==> src/rtl/ilf_front.sv <==
`default_nettype none
module ilf_front #(
  parameter int SAMPLE_BITS = 16
) (
  input  wire logic                     clk,
  input  wire logic                     rst,
  input  wire logic                     s_tvalid,
  output logic                          s_tready,
  input  wire logic [SAMPLE_BITS-1:0]   x_in,
  input  wire logic [SAMPLE_BITS-1:0]   y_in,
  input  wire logic                     last_in,
  output logic                          q_valid,
  input  wire logic                     q_ready,
  output logic [2*SAMPLE_BITS:0]        q_data   // {last, y, x}
);

  localparam int DEPTH = 4;
  localparam int PTR_W = $clog2(DEPTH);
  localparam int W     = 2 * SAMPLE_BITS + 1;

  logic [W-1:0]     mem [DEPTH];
  logic [PTR_W-1:0] wr_ptr;
  logic [PTR_W-1:0] rd_ptr;
  logic [PTR_W:0]   fill;
  logic             push;
  logic             pop;

  assign s_tready = (fill != (PTR_W+1)'(DEPTH));
  assign q_valid  = (fill != '0);
  assign push     = s_tvalid && s_tready;
  assign pop      = q_valid && q_ready;

  always_ff @(posedge clk) begin
    if (push) begin
      mem[wr_ptr] <= {last_in, y_in, x_in};
    end
  end

  assign q_data = mem[rd_ptr];

  always_ff @(posedge clk) begin
    if (rst) begin
      wr_ptr <= '0;
      rd_ptr <= '0;
      fill   <= '0;
    end else begin
      if (push) wr_ptr <= wr_ptr + PTR_W'(1);
      if (pop)  rd_ptr <= rd_ptr + PTR_W'(1);
      case ({push, pop})
        2'b10:   fill <= fill + (PTR_W+1)'(1);
        2'b01:   fill <= fill - (PTR_W+1)'(1);
        default: fill <= fill;
      endcase
    end
  end

endmodule
`default_nettype wire

==> config.mk <==
export PLATFORM = sky130hd
export DESIGN_NAME = ilf_front
export DESIGN_NICKNAME = d
export VERILOG_FILES = /design/src/rtl/ilf_front.sv
export SDC_FILE = /design/constraint.sdc
export NUM_CORES = 1
export LEC_CHECK = 0
export BUFFER_PORTS_ARGS = -buffer_cell sky130_fd_sc_hd__buf_2
export CAP_MARGIN = 20
export CORE_MARGIN = 8
export CORE_UTILIZATION = 40
export CTS_BUF_LIST = sky130_fd_sc_hd__clkbuf_4 sky130_fd_sc_hd__clkbuf_8
export CTS_CLUSTER_DIAMETER = 60
export DETAILED_ROUTE_END_ITERATION = 8
export PLACE_DENSITY = 0.58
export SYNTH_ARGS = -nofsm -noshare
export SYNTH_HDL_FRONTEND = slang
export SYNTH_SLANG_ARGS = --single-unit
==> constraint.sdc <==
create_clock -name clk -period 5.12 [get_ports clk]
set_clock_uncertainty 0.2 [all_clocks]
set_input_delay 0 -clock clk [delete_from_list [all_inputs] [get_ports clk]]
set_output_delay 0 -clock clk [all_outputs]
set_load 0.1 [all_outputs]
==> impl_metrics.env <==
export IMPL_place_area_um2=5780
export IMPL_antenna_found_initial=1
export IMPL_cts_buffers=17
export IMPL_grtUsageTotal=0.119
export IMPL_hold_start="x_in[0]"
export IMPL_hpwlAfterDp_mm=5.49
export IMPL_max_slew_margin=0.360
export IMPL_crit_path_start_kind="flop"
export IMPL_yosys_warnings=0
export IMPL_vdd_drop_max_mv=0.289
export IMPL_via_per_inst=4.70
export IMPL_r2r_setup_slack_ps=2850
export IMPL_design_area_um2=6550
export IMPL_seqPwrFrac=0.373
export IMPL_hold_viol=0
export IMPL_crit_path_max_incr_delay_ps=640
export IMPL_p_per_area_nw_per_um2=599
export IMPL_holdCritPathClass="primary input to flop"
export IMPL_syn_inst=225
export IMPL_cts_tree="yes"
export IMPL_final_layout_size_suffix_gt1_frac=0.390
export IMPL_die_area_um2=17100
export IMPL_r2r_start="fill[0]$_SDFFE_PP0P_"
export IMPL_holdPathEnd="mem[2][0]$_DFFE_PP_"
export IMPL_cts_hold_buf=36
export IMPL_crit_type="flop to output port"
export IMPL_root_buffer="clkbuf_8"
export IMPL_seq_area_um2=4150
export IMPL_fmax_mhz=390
export IMPL_avgRoutedWirePerCell_um=17.5
export IMPL_sw_frac_of_total=0.430
export IMPL_period_needed_ps=2570
export IMPL_stdcell_count=533
export IMPL_min_period_over_period=0.501
export IMPL_overflow=0
export IMPL_io_pins=72
export IMPL_synthToLayoutAreaGrowth_pct=23.9
export IMPL_fin_total_pwr_mw=3.92
export IMPL_combPwrFrac=0.401
export IMPL_fp_dieH_um=131
export IMPL_first_global_vias=2699
export IMPL_path_max_fanout=27
export IMPL_gp_congestion=0.698
export IMPL_seq_area_frac_synth=0.784
export IMPL_synth_distinct_cells=25
export IMPL_switchingPower_mw=1.69
export IMPL_multi_input_area_um2=1030
export IMPL_htreeDepth=4
export IMPL_grt_max_degree=34
export IMPL_syn_num_nets=268
export IMPL_crit_chain="buf_4, mux4_1, buf_2"
export IMPL_crit_arrival_ps=2370
export IMPL_clockBufferDepth=2
export IMPL_reg2reg_depth=3
export IMPL_cts_sinks=141
export IMPL_die_w_um=131
export IMPL_rsz0062_at_grt="no"
export IMPL_vias=2503
export IMPL_clk_pin_slew_worst_paths_ps=70
export IMPL_crit_slowest_cell="mux4_1"
export IMPL_grt_pass1_wl_mm=14.6
export IMPL_ant_nets=0
export IMPL_crit_buf_inv=2
export IMPL_p_int_mw=2.23
export IMPL_core_area_um2=13100
export IMPL_placed_cells=464
export IMPL_avgSynthCellArea_um2=23.5
export IMPL_reg2reg_to="mem[3][7]$_DFFE_PP_"
export IMPL_row_count=42
export IMPL_ctsResizeCount=0
export IMPL_drtIter0Drc=182
export IMPL_firstDrtPassIters=4
export IMPL_num_fill_cells=1085
export IMPL_wl_mm=9.32
export IMPL_tns_ps=0
export IMPL_syn_cell_area_um2=5290
export IMPL_power_leakage_nw=2.24
export IMPL_final_max_slew_viol_count=0
export IMPL_status="finished, final reports clean"
export IMPL_ys_seq_elements=141
export IMPL_nNetsFinal=386
export IMPL_clkPwrFrac=0.226
export IMPL_cts_setup_buffers=0
export IMPL_drcViolationCount=0
export IMPL_cp_data_required_time_ps=4920
export IMPL_io_buffers=71
export IMPL_cp_top_family="buffers and inverters"
export IMPL_insertion_delay_ps=420
export IMPL_setup_viol=0
export IMPL_hold_path_depth=2
export IMPL_maxCapViolCount=0
export IMPL_endpoint_kind="output port"
export IMPL_max_slew_worst_pin_slew_ps=960
export IMPL_initial_core_util=0.404
[final cells by class]
class | instances | area share
flip-flops and latches | 141 | 0.633
multi-input cells | 69 | 0.157
repair buffers | 108 | 0.110
clock buffers | 20 | 0.0392
well taps | 176 | 0.0336
clock inverters | 12 | 0.0222
inverters | 6 | 0.00344
diodes | 1 | 0.000382
[worst max-delay path by stage]
stage,startpoint,end,slack [ps],cells after the start
after floorplan,fill[0]$_SDFFE_PP0P_,mem[0][0]$_DFFE_PP_,2960,3
after global placement,fill[0]$_SDFFE_PP0P_,mem[0][14]$_DFFE_PP_,2910,3
after detailed placement,fill[0]$_SDFFE_PP0P_,mem[0][11]$_DFFE_PP_,2800,3
after CTS,flop,q_data[25],2440,3
after global routing,flop,q_data[25],2350,3
final,flop,q_data[25],2550,3
[stage by stage]
stage          setup WS (ps)  hold slack, ps   util
6_report                2550             131  0.500
5_1_grt                 2350            90.6  0.500
4_1_cts                 2440            92.4  0.500
3_5_place_dp            2800            19.7  0.442
3_3_place_gp            2910            12.3  0.442
2_1_floorplan           2960            -101      -
[cell families (layout without fill, tap and decap cells)]
kind of cell	after synthesis	count (layout)	share of synthesized area
buffers and inverters	15	146	0.0220
adders and majority gates	6	6	0.0156
xor gates and xnor gates	4	4	0.00663
muxes	35	35	0.147
DFF	141	141	0.784
other	0	1	0
AOI/OAI and AO/OA	6	6	0.00829
and+or+nand+nor	18	18	0.0166
[per-layer routing]
| layer | track usage | vias to the layer above | part of all wire |
|---|---|---|---|
| li1 | - | 1161 | - |
| met1 | 0.143 | 1269 | 0.43 |
| met2 | 0.186 | 63 | 0.50 |
| met3 | 0.0475 | 10 | 0.061 |
| met4 | 0.0486 | 0 | 0.011 |
| met5 | 0 | - | 0 |
[worst register-to-register path, stage by stage (launching register included)]
cell,delay (ps)
dfxtp_1,440
nor2_1,100
a21boi_2,300
and2_2,850
[sequential cells by signal, summed over array words and instances (netlist names), named ones only]
register  count
rd_ptr        2
mem         132
wr_ptr        2
fill          3
[cell usage after synthesis]
cell type | number | area share
edfxtp_1 | 132 | 0.75
mux4_2 | 30 | 0.13
dfxtp_1 | 9 | 0.034
nor2_1 | 9 | 0.0064
inv_1 | 6 | 0.0043
ha_1 | 5 | 0.012
and2_1 | 4 | 0.0047
buf_12 | 3 | 0.011
buf_2 | 3 | 0.0028
mux4_1 | 3 | 0.015
xor2_1 | 3 | 0.0050
a21oi_1 | 2 | 0.0019
clkbuf_1 | 2 | 0.0014
nand2b_1 | 2 | 0.0024
or3_1 | 2 | 0.0024
a21boi_2 | 1 | 0.0021
buf_6 | 1 | 0.0021
fa_1 | 1 | 0.0038
mux2_2 | 1 | 0.0021
mux2i_1 | 1 | 0.0019
nand2_1 | 1 | 0.00071
o21ai_0 | 1 | 0.00095
o311ai_0 | 1 | 0.0017
o31a_1 | 1 | 0.0017
xnor2_1 | 1 | 0.0017
[cell usage in the layout (no fill, tap or decap), drive strengths merged]
cell type / count
edfxtp: 132
buf: 72
dlygate4sd3: 36
mux4: 33
clkbuf: 20
nor2: 9
dfxtp: 9
inv: 7
clkinv: 7
ha: 5
and2: 4
xor2: 3
bufinv: 3
or3: 2
a21oi: 2
nand2b: 2
diode: 1
o31a: 1
nand2: 1
a21boi: 1
mux2: 1
xnor2: 1
o311ai: 1
mux2i: 1
o21ai: 1
fa: 1
clkinvlp: 1
[power by group through the flow]
stage | Sequential (mW) | Combinational, mW | Clock [mW]
after floorplan | 1.44 | 1.42 | 0
after global placement | 1.48 | 1.57 | 0
after detailed placement | 1.49 | 1.57 | 0
after CTS | 1.46 | 1.60 | 0.915
after global routing | 1.48 | 1.64 | 0.959
final | 1.46 | 1.57 | 0.888
Power figures use the tool's default switching activity.
